[config.mk]
export PLATFORM = sky130hd
export DESIGN_NAME = sync_frame_header_receiver
export DESIGN_NICKNAME = d
export VERILOG_FILES = /design/src/hdl/sfh_pkg.sv /design/src/hdl/sfh_cfg_regs.sv /design/src/hdl/sfh_core.sv /design/src/hdl/sfh_out_queue.sv /design/src/hdl/sync_frame_header_receiver.sv
export SDC_FILE = /design/constraint.sdc
export NUM_CORES = 1
export LEC_CHECK = 0
export CORE_MARGIN = 2
export CORE_UTILIZATION = 30
export CTS_BUF_LIST = sky130_fd_sc_hd__clkbuf_8
export DETAILED_ROUTE_END_ITERATION = 12
export DONT_BUFFER_PORTS = 1
export SLEW_MARGIN = 10
export SYNTH_ARGS = -nofsm -noshare
export SYNTH_HDL_FRONTEND = slang
export SYNTH_SLANG_ARGS = --single-unit
[constraint.sdc]
create_clock -name i_clk -period 7.65 [get_ports i_clk]
set_input_delay 0.765 -clock i_clk [delete_from_list [all_inputs] [get_ports i_clk]]
set_output_delay 0.765 -clock i_clk [all_outputs]
set_load 0.05 [all_outputs]
[src/hdl/sfh_pkg.sv]
// Shared types and constants for the sync frame header receiver.
`default_nettype none

package sfh_pkg;

    localparam int TIMER_BITS_DEF = 16;
    localparam int CFG_W          = 16;
    localparam int DATA_W         = 32;
    localparam int ADDR_W         = 3;

    localparam logic [CFG_W-1:0] HDR_TO_RESET = 16'd3000;
    localparam logic [CFG_W-1:0] SUB_TO_RESET = 16'd2000;

    localparam logic [7:0] SYNC_A = 8'hAA;
    localparam logic [7:0] SYNC_B = 8'h55;
    localparam logic [7:0] TYPE_D = 8'h44;
    localparam int HEADER_BYTES   = 5;

    typedef enum logic [1:0] {
        CMD_START = 2'd0,
        CMD_BYTE  = 2'd1,
        CMD_TICK  = 2'd2,
        CMD_NONE  = 2'd3
    } t_cmd;

    typedef enum logic [1:0] {
        ST_FOUND       = 2'd0,
        ST_HDR_TIMEOUT = 2'd1,
        ST_SUB_TIMEOUT = 2'd2
    } t_status;

    typedef enum logic {
        REG_HDR_TO = 1'b0,
        REG_SUB_TO = 1'b1
    } t_reg_idx;

    typedef struct packed {
        logic [CFG_W-1:0] hdr_to;
        logic [CFG_W-1:0] sub_to;
    } t_cfg;

    typedef struct packed {
        t_status     status;
        logic [7:0]  frame_type;
        logic [7:0]  sub_type;
        logic [31:0] payload_len;
    } t_result;

endpackage

`default_nettype wire

[src/hdl/sfh_cfg_regs.sv]
// APB register block holding the header and sub-type timeout limits.
`default_nettype none

module sfh_cfg_regs
    import sfh_pkg::*;
(
    input  wire logic              i_clk,
    input  wire logic              i_rst_n,
    input  wire logic              psel,
    input  wire logic              penable,
    input  wire logic              pwrite,
    input  wire logic [ADDR_W-1:0] paddr,
    input  wire logic [DATA_W-1:0] pwdata,
    output logic      [DATA_W-1:0] prdata,
    output logic                   pready,
    output t_cfg                   o_cfg
);

    logic [CFG_W-1:0] r_hdr_to;
    logic [CFG_W-1:0] r_sub_to;
    logic             wr_en;
    t_reg_idx         reg_idx;

    assign pready  = 1'b1;
    assign reg_idx = t_reg_idx'(paddr[2]);
    assign wr_en   = psel & penable & pwrite & pready;

    always_ff @(posedge i_clk) begin
        if (!i_rst_n) begin
            r_hdr_to <= HDR_TO_RESET;
            r_sub_to <= SUB_TO_RESET;
        end else if (wr_en) begin
            case (reg_idx)
                REG_HDR_TO: r_hdr_to <= pwdata[CFG_W-1:0];
                REG_SUB_TO: r_sub_to <= pwdata[CFG_W-1:0];
                default:    r_hdr_to <= r_hdr_to;
            endcase
        end
    end

    always_comb begin
        case (reg_idx)
            REG_HDR_TO: prdata = DATA_W'(r_hdr_to);
            REG_SUB_TO: prdata = DATA_W'(r_sub_to);
            default:    prdata = '0;
        endcase
    end

    assign o_cfg.hdr_to = r_hdr_to;
    assign o_cfg.sub_to = r_sub_to;

endmodule

`default_nettype wire

[src/hdl/sfh_core.sv]
// Header hunt state machine: sync search, header collection and tick timers.
`default_nettype none

module sfh_core
    import sfh_pkg::*;
#(
    parameter int TIMER_BITS = TIMER_BITS_DEF
) (
    input  wire logic       i_clk,
    input  wire logic       i_rst_n,
    input  wire logic       i_accept,
    input  wire logic [1:0] i_cmd,
    input  wire logic [7:0] i_rx_byte,
    input  t_cfg            i_cfg,
    output logic            o_push,
    output t_result         o_result
);

    localparam int CW = (TIMER_BITS > CFG_W) ? TIMER_BITS : CFG_W;

    typedef enum logic [2:0] {
        PH_IDLE,
        PH_SYNC1,
        PH_SYNC2,
        PH_COLLECT,
        PH_SUBTYPE
    } t_phase;

    t_phase                r_phase,   n_phase;
    logic [2:0]            r_count,   n_count;
    logic [7:0]            r_type,    n_type;
    logic [31:0]           r_len,     n_len;
    logic [TIMER_BITS-1:0] r_elapsed, n_elapsed;

    t_cmd                  cmd;
    logic [TIMER_BITS-1:0] elapsed_inc;
    logic [CW-1:0]         elapsed_ext;
    logic [31:0]           len_merged;
    logic [1:0]            lane;

    assign cmd         = t_cmd'(i_cmd);
    assign elapsed_inc = (r_elapsed == {TIMER_BITS{1'b1}}) ?
                         r_elapsed : r_elapsed + TIMER_BITS'(1);
    assign elapsed_ext = CW'(elapsed_inc);
    assign lane        = r_count[1:0] - 2'd1;
    assign len_merged  = r_len | (32'(i_rx_byte) << {lane, 3'b000});

    always_comb begin
        n_phase   = r_phase;
        n_count   = r_count;
        n_type    = r_type;
        n_len     = r_len;
        n_elapsed = r_elapsed;
        o_push    = 1'b0;
        o_result  = '{status: ST_FOUND, frame_type: 8'd0, sub_type: 8'd0,
                      payload_len: 32'd0};

        if (i_accept) begin
            if (cmd == CMD_START) begin
                n_phase   = PH_SYNC1;
                n_count   = '0;
                n_type    = '0;
                n_len     = '0;
                n_elapsed = '0;
                if (i_cfg.hdr_to == '0) begin
                    o_push          = 1'b1;
                    o_result.status = ST_HDR_TIMEOUT;
                    n_phase         = PH_IDLE;
                end
            end else if (r_phase != PH_IDLE && cmd == CMD_TICK) begin
                n_elapsed = elapsed_inc;
                if (r_phase == PH_SUBTYPE) begin
                    if (elapsed_ext > CW'(i_cfg.sub_to)) begin
                        o_push          = 1'b1;
                        o_result.status = ST_SUB_TIMEOUT;
                        n_phase         = PH_IDLE;
                    end
                end else if (elapsed_ext >= CW'(i_cfg.hdr_to)) begin
                    o_push          = 1'b1;
                    o_result.status = ST_HDR_TIMEOUT;
                    n_phase         = PH_IDLE;
                end
            end else if (r_phase != PH_IDLE && cmd == CMD_BYTE) begin
                case (r_phase)
                    PH_SYNC1: begin
                        if (i_rx_byte == SYNC_A) n_phase = PH_SYNC2;
                    end
                    PH_SYNC2: begin
                        if (i_rx_byte == SYNC_B) begin
                            n_phase = PH_COLLECT;
                            n_count = '0;
                            n_type  = '0;
                            n_len   = '0;
                        end else begin
                            n_phase = PH_SYNC1;
                        end
                    end
                    PH_COLLECT: begin
                        if (r_count == '0) n_type = i_rx_byte;
                        else               n_len  = len_merged;
                        n_count = r_count + 3'd1;
                        if (r_count == 3'(HEADER_BYTES - 1)) begin
                            if (r_type == TYPE_D) begin
                                n_phase   = PH_SUBTYPE;
                                n_elapsed = '0;
                            end else begin
                                o_push               = 1'b1;
                                o_result.frame_type  = r_type;
                                o_result.payload_len = len_merged;
                                n_phase              = PH_IDLE;
                            end
                        end
                    end
                    PH_SUBTYPE: begin
                        o_push               = 1'b1;
                        o_result.frame_type  = r_type;
                        o_result.sub_type    = i_rx_byte;
                        o_result.payload_len = r_len - 32'd1;
                        n_phase              = PH_IDLE;
                    end
                    default: n_phase = PH_IDLE;
                endcase
            end
        end
    end

    always_ff @(posedge i_clk) begin
        if (!i_rst_n) begin
            r_phase   <= PH_IDLE;
            r_count   <= '0;
            r_type    <= '0;
            r_len     <= '0;
            r_elapsed <= '0;
        end else begin
            r_phase   <= n_phase;
            r_count   <= n_count;
            r_type    <= n_type;
            r_len     <= n_len;
            r_elapsed <= n_elapsed;
        end
    end

endmodule

`default_nettype wire

[src/hdl/sfh_out_queue.sv]
// Two-entry result buffer: output register plus skid register.
`default_nettype none

module sfh_out_queue
    import sfh_pkg::*;
(
    input  wire logic i_clk,
    input  wire logic i_rst_n,
    input  wire logic i_push,
    input  t_result   i_result,
    output logic      o_full,
    output logic      o_valid,
    input  wire logic i_stall,
    output t_result   o_result
);

    logic    r_out_v, n_out_v;
    logic    r_skd_v, n_skd_v;
    t_result r_out,   n_out;
    t_result r_skd,   n_skd;
    logic    out_free;

    assign out_free = !r_out_v || !i_stall;

    always_comb begin
        n_out_v = r_out_v;
        n_skd_v = r_skd_v;
        n_out   = r_out;
        n_skd   = r_skd;
        if (out_free) begin
            if (r_skd_v) begin
                n_out_v = 1'b1;
                n_out   = r_skd;
                n_skd_v = 1'b0;
            end else begin
                n_out_v = i_push;
                n_out   = i_result;
            end
        end else if (i_push) begin
            n_skd_v = 1'b1;
            n_skd   = i_result;
        end
    end

    always_ff @(posedge i_clk) begin
        if (!i_rst_n) begin
            r_out_v <= 1'b0;
            r_skd_v <= 1'b0;
        end else begin
            r_out_v <= n_out_v;
            r_skd_v <= n_skd_v;
        end
        r_out <= n_out;
        r_skd <= n_skd;
    end

    assign o_full   = r_skd_v;
    assign o_valid  = r_out_v;
    assign o_result = r_out;

endmodule

`default_nettype wire

[src/hdl/sync_frame_header_receiver.sv]
// Top level of the sync-word frame header receiver.
//
//  channel  | direction | handshake                | payload
//  ---------+-----------+--------------------------+-------------------------------
//  request  | in        | i_in_valid / o_in_stall  | i_cmd, i_rx_byte
//  result   | out       | o_out_valid / i_out_stall| o_status, o_frame_type,
//           |           |                          | o_sub_type, o_payload_len
//  config   | in        | APB psel/penable/pready  | paddr, pwdata, prdata
//
// One request per cycle while o_in_stall is low; a result is registered in the result buffer.
// All work is one combinational pass of the header state machine into the result registers.
// A two-entry result buffer lets requests flow while a result waits; o_in_stall rises only
// when both entries hold results.
// Synchronous active-low reset: state machine idle, limits at 3000 and 2000 ticks.
`default_nettype none

module sync_frame_header_receiver
    import sfh_pkg::*;
#(
    parameter int TIMER_BITS = TIMER_BITS_DEF
) (
    input  wire logic              i_clk,
    input  wire logic              i_rst_n,
    input  wire logic              i_in_valid,
    output logic                   o_in_stall,
    input  wire logic [1:0]        i_cmd,
    input  wire logic [7:0]        i_rx_byte,
    output logic                   o_out_valid,
    input  wire logic              i_out_stall,
    output logic      [1:0]        o_status,
    output logic      [7:0]        o_frame_type,
    output logic      [7:0]        o_sub_type,
    output logic      [31:0]       o_payload_len,
    input  wire logic              psel,
    input  wire logic              penable,
    input  wire logic              pwrite,
    input  wire logic [ADDR_W-1:0] paddr,
    input  wire logic [DATA_W-1:0] pwdata,
    output logic      [DATA_W-1:0] prdata,
    output logic                   pready
);

    t_cfg    cfg;
    t_result core_result;
    t_result out_result;
    logic    core_push;
    logic    accept;

    assign accept = i_in_valid && !o_in_stall;

    sfh_cfg_regs u_cfg (
        .i_clk   (i_clk),
        .i_rst_n (i_rst_n),
        .psel    (psel),
        .penable (penable),
        .pwrite  (pwrite),
        .paddr   (paddr),
        .pwdata  (pwdata),
        .prdata  (prdata),
        .pready  (pready),
        .o_cfg   (cfg)
    );

    sfh_core #(
        .TIMER_BITS (TIMER_BITS)
    ) u_core (
        .i_clk     (i_clk),
        .i_rst_n   (i_rst_n),
        .i_accept  (accept),
        .i_cmd     (i_cmd),
        .i_rx_byte (i_rx_byte),
        .i_cfg     (cfg),
        .o_push    (core_push),
        .o_result  (core_result)
    );

    sfh_out_queue u_queue (
        .i_clk    (i_clk),
        .i_rst_n  (i_rst_n),
        .i_push   (core_push),
        .i_result (core_result),
        .o_full   (o_in_stall),
        .o_valid  (o_out_valid),
        .i_stall  (i_out_stall),
        .o_result (out_result)
    );

    assign o_status      = out_result.status;
    assign o_frame_type  = out_result.frame_type;
    assign o_sub_type    = out_result.sub_type;
    assign o_payload_len = out_result.payload_len;

endmodule

`default_nettype wire

==> results of run 1 <==
[cell usage in the layout (no fill, tap or decap), types with 6 or more instances in the layout]
master and count:
a31oi_1 9, buf_4 11, nand2_1 116, xor2_1 8, edfxtp_1 100, a32oi_1 9, nor4_1 14, nand3b_1 9
xnor2_1 14, a22oi_1 20, nor2_1 117, nor3_1 26, nand2b_1 7, o21a_1 7, o21ai_0 30, dfxtp_1 95
a21oi_1 99, o21ai_1 18, clkbuf_8 18, and2_1 19, a21o_1 50, nand4_1 15, and3_1 6, inv_1 43
nand3_1 27, o211ai_1 15, conb_1 17, ha_1 34
[flip-flops by register name, summed over array words and instances (netlist names)]
signal	flops
u_queue.o_result	50
u_queue.r_skd	50
u_core.r_phase	3
u_core.r_len	32
u_core.r_type	8
u_queue.o_valid	1
u_queue.o_full	1
u_cfg.r_hdr_to	16
u_core.r_count	3
u_core.r_elapsed	16
u_cfg.r_sub_to	16
[power by group through the flow]
stage | registers, W | clock network, W | logic, W
5_1_grt | 0.00110 | 0.000757 | 0.0000911
3_3_place_gp | 0.00113 | 0 | 0.0000833
2_1_floorplan | 0.00113 | 0 | 0.0000889
4_1_cts | 0.00110 | 0.000720 | 0.0000842
3_5_place_dp | 0.00113 | 0 | 0.0000839
6_report | 0.00110 | 0.000696 | 0.0000847
[metal layers]
metal  routed length, um  global-route usage, %  up-vias
met1               12200                   19.7     3782
met5                   0                      0        -
met4                 450                   4.75        0
met2               11600                   23.0      246
met3                1810                   4.36       31
li1                    -                      -     3850
[worst max-delay path: stages (launching register included)]
cell and delay [ns]:
dfxtp_1 0.40, ha_1 0.27, nand3_1 0.16, nor4_4 0.12
nor4_1 0.84, nand3_1 0.27, xnor2_1 0.22, ha_1 0.31
nand3_1 0.11, nor2_1 0.10, or4b_2 0.60, nor4_1 0.25
o21ai_0 0.33, a31oi_4 0.90, buf_4 0.46
[final cells by class]
type	instances	area share, %
well taps	448	5.14
inverters	44	1.51
repair buffers	11	0.757
clock buffers	18	2.27
flip-flops and latches	196	45.2
multi-input cells	780	43.6
clock inverters	14	1.53
[path summary, 6_finish.rpt]
kind                                     startpoint            endpoint  slack [ns]  depth (start not counted)
worst min-delay path                        i_rst_n   u_cfg.r_sub_to[4]        0.38                          1
worst max-delay path            u_core.r_elapsed[0]   u_queue.r_skd[44]        1.97                         14
worst max register to register  u_core.r_elapsed[0]   u_queue.r_skd[44]        1.97                         14
worst min register to register   u_cfg.r_sub_to[15]  u_cfg.r_sub_to[15]        0.48                          2
[stage by stage]
step / util (%) / total power [W]
final: 32.6 / 0.00188
after global placement: 31.4 / 0.00121
after global routing: 32.6 / 0.00195
after CTS: 32.6 / 0.00191
after floorplan: - / 0.00121
after detailed placement: 31.4 / 0.00121
[kinds of logic (layout without fill, tap and decap cells)]
family | Yosys count | count (layout) | share of synthesized area [%]
flip-flops | 196 | 196 | 48.6
adder cells (fa/ha/maj) | 34 | 34 | 4.19
XOR/XNOR | 23 | 23 | 2.12
buffers and inverters | 125 | 87 | 5.39
other | 2 | 17 | 0.0741
multiplexers | 6 | 6 | 0.666
AO/OA/AOI/OAI | 301 | 301 | 19.3
AND/OR/NAND/NOR | 399 | 399 | 19.7
==> flow_summary.json, run 1 <==
{
  "status": "finished, final reports clean",
  "p_switching_w": 0.000488,
  "placedCellCount": 1479,
  "fin_area_um2": 10900,
  "gp_congestion": 0.836,
  "tns_ns": 0,
  "placed_area_um2": 10500,
  "portBuffers": 0,
  "synth_common_cells": "nand2_1 (117), nor2_1 (117), edfxtp_1 (100), a21oi_1 (99), dfxtp_1 (96)",
  "async_reset_ff_share_pct": 0,
  "synth_cell_types": 77,
  "synth_top_area_share_pct": 29.6,
  "clkSlewWorstSetupHoldPaths_ns": 0.11,
  "drt_wl_total_um": 26000,
  "diodes": 0,
  "p_clk_share_pct": 36.9,
  "core_um2": 33400,
  "ys_seq_area_share_pct": 48.6,
  "worst_pin_slew_ns": 1.06,
  "relSlewSlack_pct": 29.2,
  "vias_per_cell": 5.23,
  "p_leak_nw": 4.36,
  "track_usage_pct": 14.8,
  "antenna_found_initial": 0,
  "nFillCells": 3433,
  "grt-ovfl-total": 0,
  "htreeDepth": 4,
  "p_sw_share_pct": 25.9,
  "synth_top_area_cell": "edfxtp_1",
  "num_rows": 67,
  "ff_latch_area_um2": 4930,
  "setup_viol": 0,
  "startpoint_type": "register",
  "min_path_type": "input pin to register",
  "ys_ff_latch": 196,
  "syn-mean-instance-area_um2": 9.34,
  "drtPass1Iterations": 6,
  "netlist_area_um2": 10100,
  "hold_violations": 0,
  "whs_ns": 0.383,
  "dpl.hpwl_um": 17900,
  "clk_path_buf_depth": 2,
  "ir_worst_vdd_mv": 0.111,
  "final.setup_skew_ns": 0.0250,
  "initial_utilization_pct": 30.3,
  "critPathCaptureType": "register",
  "fin_nets": 1136,
  "die_x_um": 188,
  "pwr-share-seq_pct": 58.6,
  "die_y_um": 188,
  "required_ns": 7.82,
  "drc": 0,
  "ys.flop_type": "edfxtp_1",
  "max_freq_mhz": 176,
  "crit_fanout": 28,
  "multi_input_area_um2": 4760,
  "cts_resized": 0,
  "post-place-ws_ns": 2.00,
  "ioPinCount": 137,
  "grt_setup_unrepaired": "no",
  "yosysWarnings": 0,
  "drive_above_1_share_pct": 6.87,
  "grt_first_pass_wirelength_um": 41200,
  "ant_nets": 0,
  "cts_setup_buffers": 0,
  "syn_to_final_growth_pct": 7.58,
  "cts_sinks": 196,
  "fin_crit_ns": 5.68,
  "die_area_um2": 35300,
  "tritoncts": "yes",
  "fin_cells": 1511,
  "grt_max_degree": 54,
  "drv_slew": 0,
  "internal_power_w": 0.00140,
  "synth_edf_count": 100,
  "fin_ws_ns": 1.97,
  "netlist_instances": 1086,
  "numCtsBuffers": 17,
  "vias": 7909,
  "drt_iter0_drc": 668,
  "arrival_ns": 5.84,
  "power.density_nw_per_um2": 173,
  "cap_violations": 0,
  "hold_buffers": 0,
  "cts-root-buf": "clkbuf_8",
  "worstSetupPathType": "register to register",
  "wl_per_cell_um": 17.2,
  "clock_latency_ns": 0.50,
  "grt_pass1_vias": 7473,
  "period_share_pct": 74.2,
  "synthTopCellsByArea": "edfxtp_1 (30%), dfxtp_1 (19%), a21oi_1 (4.9%)",
  "pwr-share-comb_pct": 4.5
}
(Power assumes the default switching activity.)
==> run 2: changes to the inputs <==
==> constraint.sdc (replaced) <==
create_clock -name i_clk -period 5 [get_ports i_clk]
set_input_delay 0.5 -clock i_clk [delete_from_list [all_inputs] [get_ports i_clk]]
set_output_delay 0.5 -clock i_clk [all_outputs]
set_load 0.05 [all_outputs]
==> run 2 against run 1 <==
Clock power increased by 49%. Die area unchanged. Sequential cell count unchanged. Final cell count rose by 0.26%. Via count rose by 0.40%. Worst setup slack lost 1.5 ns. Design area rose by 0.18%. Hold slack worse by 0.27 ns. Global-route usage rose by 0.24 points. Register-to-register slack worse by 1.5 ns. Core utilization increased by 0.060 points. Critical path type unchanged. Largest power group unchanged.
==> flow_summary.json, run 2 (synthesis gave the netlist of run 1 again) <==
{
  "crit_chain": "ha_1 -> nand3_1 -> nor4_4 -> buf_4 -> nand4b_1 -> nor2_1 -> xor2_1 -> ha_1 -> nand3_1 -> nor2_1 -> or4b_2 -> nor4_1 -> o21ai_0 -> a31oi_4 -> buf_12",
  "ir_worst_vdd_mv": 0.168,
  "drt_iter0_drc": 598,
  "drtPass1Iterations": 5,
  "vias_per_cell": 5.24,
  "min_from": "i_rst_n",
  "clk_path_buf_depth": 2,
  "dpl.hpwl_um": 18400,
  "clkSlewWorstSetupHoldPaths_ns": 0.11,
  "final.setup_skew_ns": 0.0319,
  "reg2reg_depth": 15,
  "required_ns": 5.18,
  "worstSetupPathType": "register to register",
  "initial_utilization_pct": 30.3,
  "grt_first_pass_wirelength_um": 41900,
  "period_share_pct": 90.3,
  "critPathCaptureType": "register",
  "drv_slew": 0,
  "min_path_type": "input pin to register",
  "layout_common_cells": "nor2_1 (117), nand2_1 (116), edfxtp_1 (100), a21oi_1 (99), dfxtp_1 (95)",
  "hold_buffers": 0,
  "numCtsBuffers": 17,
  "reg2reg_to": "u_queue.r_skd[30]",
  "die_area_um2": 35300,
  "slowest_delay_ns": 0.60,
  "clock_latency_ns": 0.51,
  "crit_buf_inv": 2,
  "gp_congestion": 0.846,
  "tritoncts": "yes",
  "cpMaxStageDelayCell": "or4b_2",
  "core_um2": 33400,
  "syn_to_final_growth_pct": 7.77,
  "antenna_found_initial": 0,
  "worst_pin_slew_ns": 1.27,
  "tns_ns": 0,
  "relSlewSlack_pct": 14.8,
  "fin_nets": 1140,
  "cts_setup_buffers": 0,
  "diodes": 0,
  "die_x_um": 188,
  "whs_ns": 0.113,
  "drc": 0,
  "post-place-ws_ns": 0.521,
  "grt-ovfl-total": 0,
  "power.density_nw_per_um2": 262,
  "vias": 7941,
  "setup_viol": 0,
  "crit_family": "simple AND/OR/NAND/NOR gates",
  "wl_per_cell_um": 17.4,
  "status": "finished, final reports clean",
  "fin_ws_ns": 0.487,
  "fin_crit_ns": 4.51,
  "grt_setup_unrepaired": "no",
  "max_freq_mhz": 222,
  "p_leak_nw": 4.38,
  "cts-root-buf": "clkbuf_8",
  "final_common_cell": "nor2_1",
  "holdPathEnd": "u_cfg.r_sub_to[4]",
  "rrSetupSlack_ns": 0.49,
  "grt_max_degree": 54,
  "hold_violations": 0,
  "grt_pass1_vias": 7504,
  "cap_violations": 0,
  "portBuffers": 0,
  "ioPinCount": 137,
  "timing.rr.start": "u_core.r_elapsed[0]",
  "track_usage_pct": 15.0,
  "die_y_um": 188,
  "crit_fanout": 38,
  "drive_above_1_share_pct": 7.22,
  "htreeDepth": 4,
  "ant_nets": 0,
  "cts_sinks": 196,
  "arrival_ns": 4.70,
  "startpoint_type": "register",
  "num_rows": 67,
  "drt_wl_total_um": 26300,
  "hold_path_depth": 1,
  "cts_resized": 0
}
-- run 2: where the power goes --
group	switching [W]	internal (W)	total, W
registers	0.00000948	0.00168	0.00169
logic	0.000104	0.0000254	0.000129
clock network	0.000666	0.000377	0.00104
-- run 2: per-stage QoR --
step	utilization (%)	cells	power, W	area (um^2)
final	32.7	1515	0.00286	10900
after global routing	32.7	1515	0.00296	10900
after CTS	32.7	1515	0.00289	10900
after detailed placement	31.5	1483	0.00185	10500
after global placement	31.5	1483	0.00185	10500
after floorplan	-	1101	0.00186	10200
-- run 2: worst max path at each step --
stage	from	to	slack, ns	cells past startpoint
finish	u_core.r_elapsed[0]	u_queue.r_skd[30]	0.49	15
global route	u_core.r_elapsed[0]	u_queue.r_skd[27]	0.21	15
CTS	u_core.r_elapsed[0]	u_queue.r_skd[30]	0.50	15
detailed placement	u_core.r_elapsed[0]	u_queue.r_skd[39]	0.52	15
global placement	u_core.r_elapsed[0]	u_queue.r_skd[15]	0.59	15
floorplan	u_core.r_elapsed[0]	u_queue.r_skd[0]	0.16	14
-- run 2: per-layer routing --
| metal | GRT usage (%) | share of wire, % | up-vias |
|---|---|---|---|
| met4 | 4.15 | 1.3 | 0 |
| met3 | 3.91 | 8.0 | 24 |
| li1 | - | - | 3856 |
| met5 | 0 | 0 | - |
| met1 | 19.9 | 45 | 3765 |
| met2 | 24.3 | 46 | 296 |
-- run 2: final cells by class --
| class | count | area (um^2) |
|---|---|---|
| Clock inverter | 15 | 164 |
| Clock buffer | 17 | 234 |
| Timing Repair Buffer | 15 | 125 |
| Inverter | 44 | 165 |
| Sequential cell | 196 | 4930 |
| Multi-Input combinational cell | 780 | 4750 |
| Fill cell | 3441 | 22500 |
| Tap cell | 448 | 561 |
==> run 3: changes to the inputs <==
--- a/config.mk
+++ b/config.mk
@@ -13,4 +13,5 @@
 export SLEW_MARGIN = 10
 export SYNTH_ARGS = -nofsm -noshare
 export SYNTH_HDL_FRONTEND = slang
+export SYNTH_HIERARCHICAL = 1
 export SYNTH_SLANG_ARGS = --single-unit
==> run 3 against run 2 <==
Routed wire length rose by 2.3%. Sequential cell count unchanged. Global-route usage decreased by 1.2 points. Synthesized cell count decreased by 1.2%. Sequential share of layout area is 2.9 points lower.
==> flow_summary.json, run 3 <==
{
  "status": "finished, final reports clean",
  "syn-mean-instance-area_um2": 10.3,
  "slowest_delay_ns": 0.52,
  "dpl.hpwl_um": 18200,
  "crit_buf_inv": 2,
  "synth_common_cells": "edfxtp_1 (100), nand2_1 (97), dfxtp_1 (96), nor2_1 (80), a21oi_1 (65)",
  "antenna_found_initial": 1,
  "min_from": "pwdata[11]",
  "worstSetupPathType": "register to register",
  "crit_chain": "ha_2 -> nand3_2 -> nor4_4 -> or4_4 -> or2_1 -> or3_4 -> xnor2_1 -> ha_1 -> nand2_1 -> or4_1 -> o211a_1 -> o2111ai_2 -> buf_4 -> a31oi_4 -> nand2_1 -> nand2_1 -> nor2_2 -> and3_4 -> buf_12",
  "drt_wl_total_um": 26900,
  "numCtsBuffers": 17,
  "arrival_ns": 4.91,
  "htreeDepth": 4,
  "synth_top_area_cell": "edfxtp_1",
  "path_depth": 19,
  "startpoint_type": "register",
  "grt_first_pass_wirelength_um": 41900,
  "final_core_util_pct": 32.1,
  "cap_violations": 0,
  "crit_fanout": 21,
  "final.setup_skew_ns": 0.0136,
  "async_reset_ff_share_pct": 0,
  "fin_total_pwr_w": 0.00295,
  "setup_viol": 0,
  "netlist_area_um2": 11000,
  "drive_above_1_share_pct": 14.5,
  "clkSlewWorstSetupHoldPaths_ns": 0.11,
  "synth_top_area_share_pct": 27.2,
  "synth_cell_types": 85,
  "critPathCaptureType": "register",
  "final_common_cell": "edfxtp_1",
  "fin_nets": 1128,
  "die_y_um": 196,
  "grt-ovfl-total": 0,
  "hold_path_depth": 2,
  "die_x_um": 196,
  "clk_path_buf_depth": 2,
  "portBuffers": 0,
  "fin_area_um2": 11700,
  "vias": 7860,
  "layout_common_cells": "edfxtp_1 (100), nand2_1 (96), dfxtp_1 (95), nor2_1 (79), a21oi_1 (65)",
  "timing.rr.start": "u_core/r_elapsed[0]",
  "fin_crit_ns": 4.72,
  "initial_utilization_pct": 30.3,
  "cts_sinks": 196,
  "ioPinCount": 137,
  "drtPass1Iterations": 5,
  "synth_most_common_cell": "edfxtp_1",
  "grt_pass1_vias": 7475,
  "grt_setup_unrepaired": "no",
  "netlist_instances": 1073,
  "core_um2": 36400,
  "hold_buffers": 0,
  "drv_slew": 0,
  "crit_top_cell": "nand2_1",
  "die_area_um2": 38300,
  "synth_edf_count": 100,
  "cpMaxStageDelayCell": "or4_1",
  "tns_ns": 0,
  "p_leak_nw": 4.27,
  "syn_to_final_growth_pct": 5.96,
  "required_ns": 5.19,
  "relSlewSlack_pct": 29.6,
  "hold_violations": 0,
  "num_rows": 70,
  "drc": 0,
  "yosysWarnings": 6,
  "reg2reg_depth": 19,
  "ys.flop_type": "edfxtp_1",
  "whs_ns": 0.157,
  "ir_worst_vdd_mv": 0.188,
  "power.density_nw_per_um2": 252,
  "ys_ff_latch": 196,
  "crit_family": "simple AND/OR/NAND/NOR gates",
  "worst_pin_slew_ns": 1.05,
  "drt_iter0_drc": 528,
  "gp_congestion": 0.844,
  "wl_per_cell_um": 17.7,
  "holdPathEnd": "u_cfg/r_sub_to[11]",
  "tritoncts": "yes",
  "ant_nets": 0,
  "placed_area_um2": 11200,
  "clock_latency_ns": 0.48,
  "track_usage_pct": 13.8,
  "period_share_pct": 94.4,
  "ys_seq_area_share_pct": 44.6,
  "diodes": 0,
  "min_path_type": "input pin to register",
  "synthTopCellsByArea": "edfxtp_1 (27%), dfxtp_1 (17%), mux2_4 (6.7%)",
  "vias_per_cell": 5.16,
  "max_freq_mhz": 212,
  "reg2reg_to": "u_queue/r_skd[24]",
  "grt_max_degree": 112,
  "cts-root-buf": "clkbuf_8",
  "rrSetupSlack_ns": 0.28
}
-- run 3: cell count changes after synthesis, sizes merged, moves of 18 or more --
cell | before | now
a21oi | 99 | 66
mux2 | 3 | 66
a21o | 50 | 6
mux2i | 3 | 33
nor2b | 3 | 62
a22oi | 20 | 38
nor2 | 118 | 81
nand2 | 117 | 97
-- run 3: area by class of cell --
cell class	instances	area (um^2)
clock buffers	17	234
clock inverters	15	165
fillers	3687	24700
inverters	42	158
multi-input cells	770	5470
flip-flops and latches	196	4930
well taps	468	586
repair buffers	15	150
-- run 3: through the flow --
step                      std cells  worst slack (ns)
after floorplan                1088            0.0398
after global placement         1489             0.135
after detailed placement       1489             0.101
after CTS                      1521            0.0450
after global routing           1523            0.0386
final                          1523             0.280
-- run 3: cell families after synthesis --
logic type                 count (synthesis)  synth area share (%)
and+or+nand+nor                          398                  19.7
buffers and inverters                    122                  6.51
DFF                                      196                  44.6
other                                      2                0.0681
muxes                                     99                  11.4
adders and majority gates                 34                  3.85
xor gates and xnor gates                  23                  1.83
AOI/OAI and AO/OA                        199                  12.0
-- run 3: repair_timing --
item                       CTS  global route
gates resized for setup      0             6
setup endpoints to repair    0            50
buffers inserted             0             0
-- run 3: metal layers --
layer / global-route usage [%] / part of all wire, % / wire length, um
met1: 18.1 / 46 / 12300
met2: 23.1 / 48 / 12800
met3: 3.04 / 5.6 / 1500
met4: 3.20 / 1.2 / 320
met5: 0 / 0 / 0
-- run 3: where the power goes --
group	internal [W]	leakage, nW	switching, W
clock	0.000417	0.200	0.000639
sequential	0.00169	1.79	0.0000555
combinational	0.0000448	2.28	0.000101
total	0.00216	4.27	0.000795
-- run 3: worst max path at each step --
| stage | from | to | slack, ns |
|---|---|---|---|
| after floorplan | u_core/r_elapsed[0] | u_queue/r_skd[0] | 0.04 |
| after global placement | u_core/r_elapsed[0] | u_queue/r_skd[16] | 0.13 |
| after detailed placement | u_core/r_elapsed[0] | u_queue/r_skd[17] | 0.10 |
| after CTS | u_core/r_elapsed[0] | u_queue/r_skd[20] | 0.04 |
| after global routing | u_core/r_elapsed[0] | u_queue/r_skd[20] | 0.04 |
| final | u_core/r_elapsed[0] | u_queue/r_skd[24] | 0.28 |
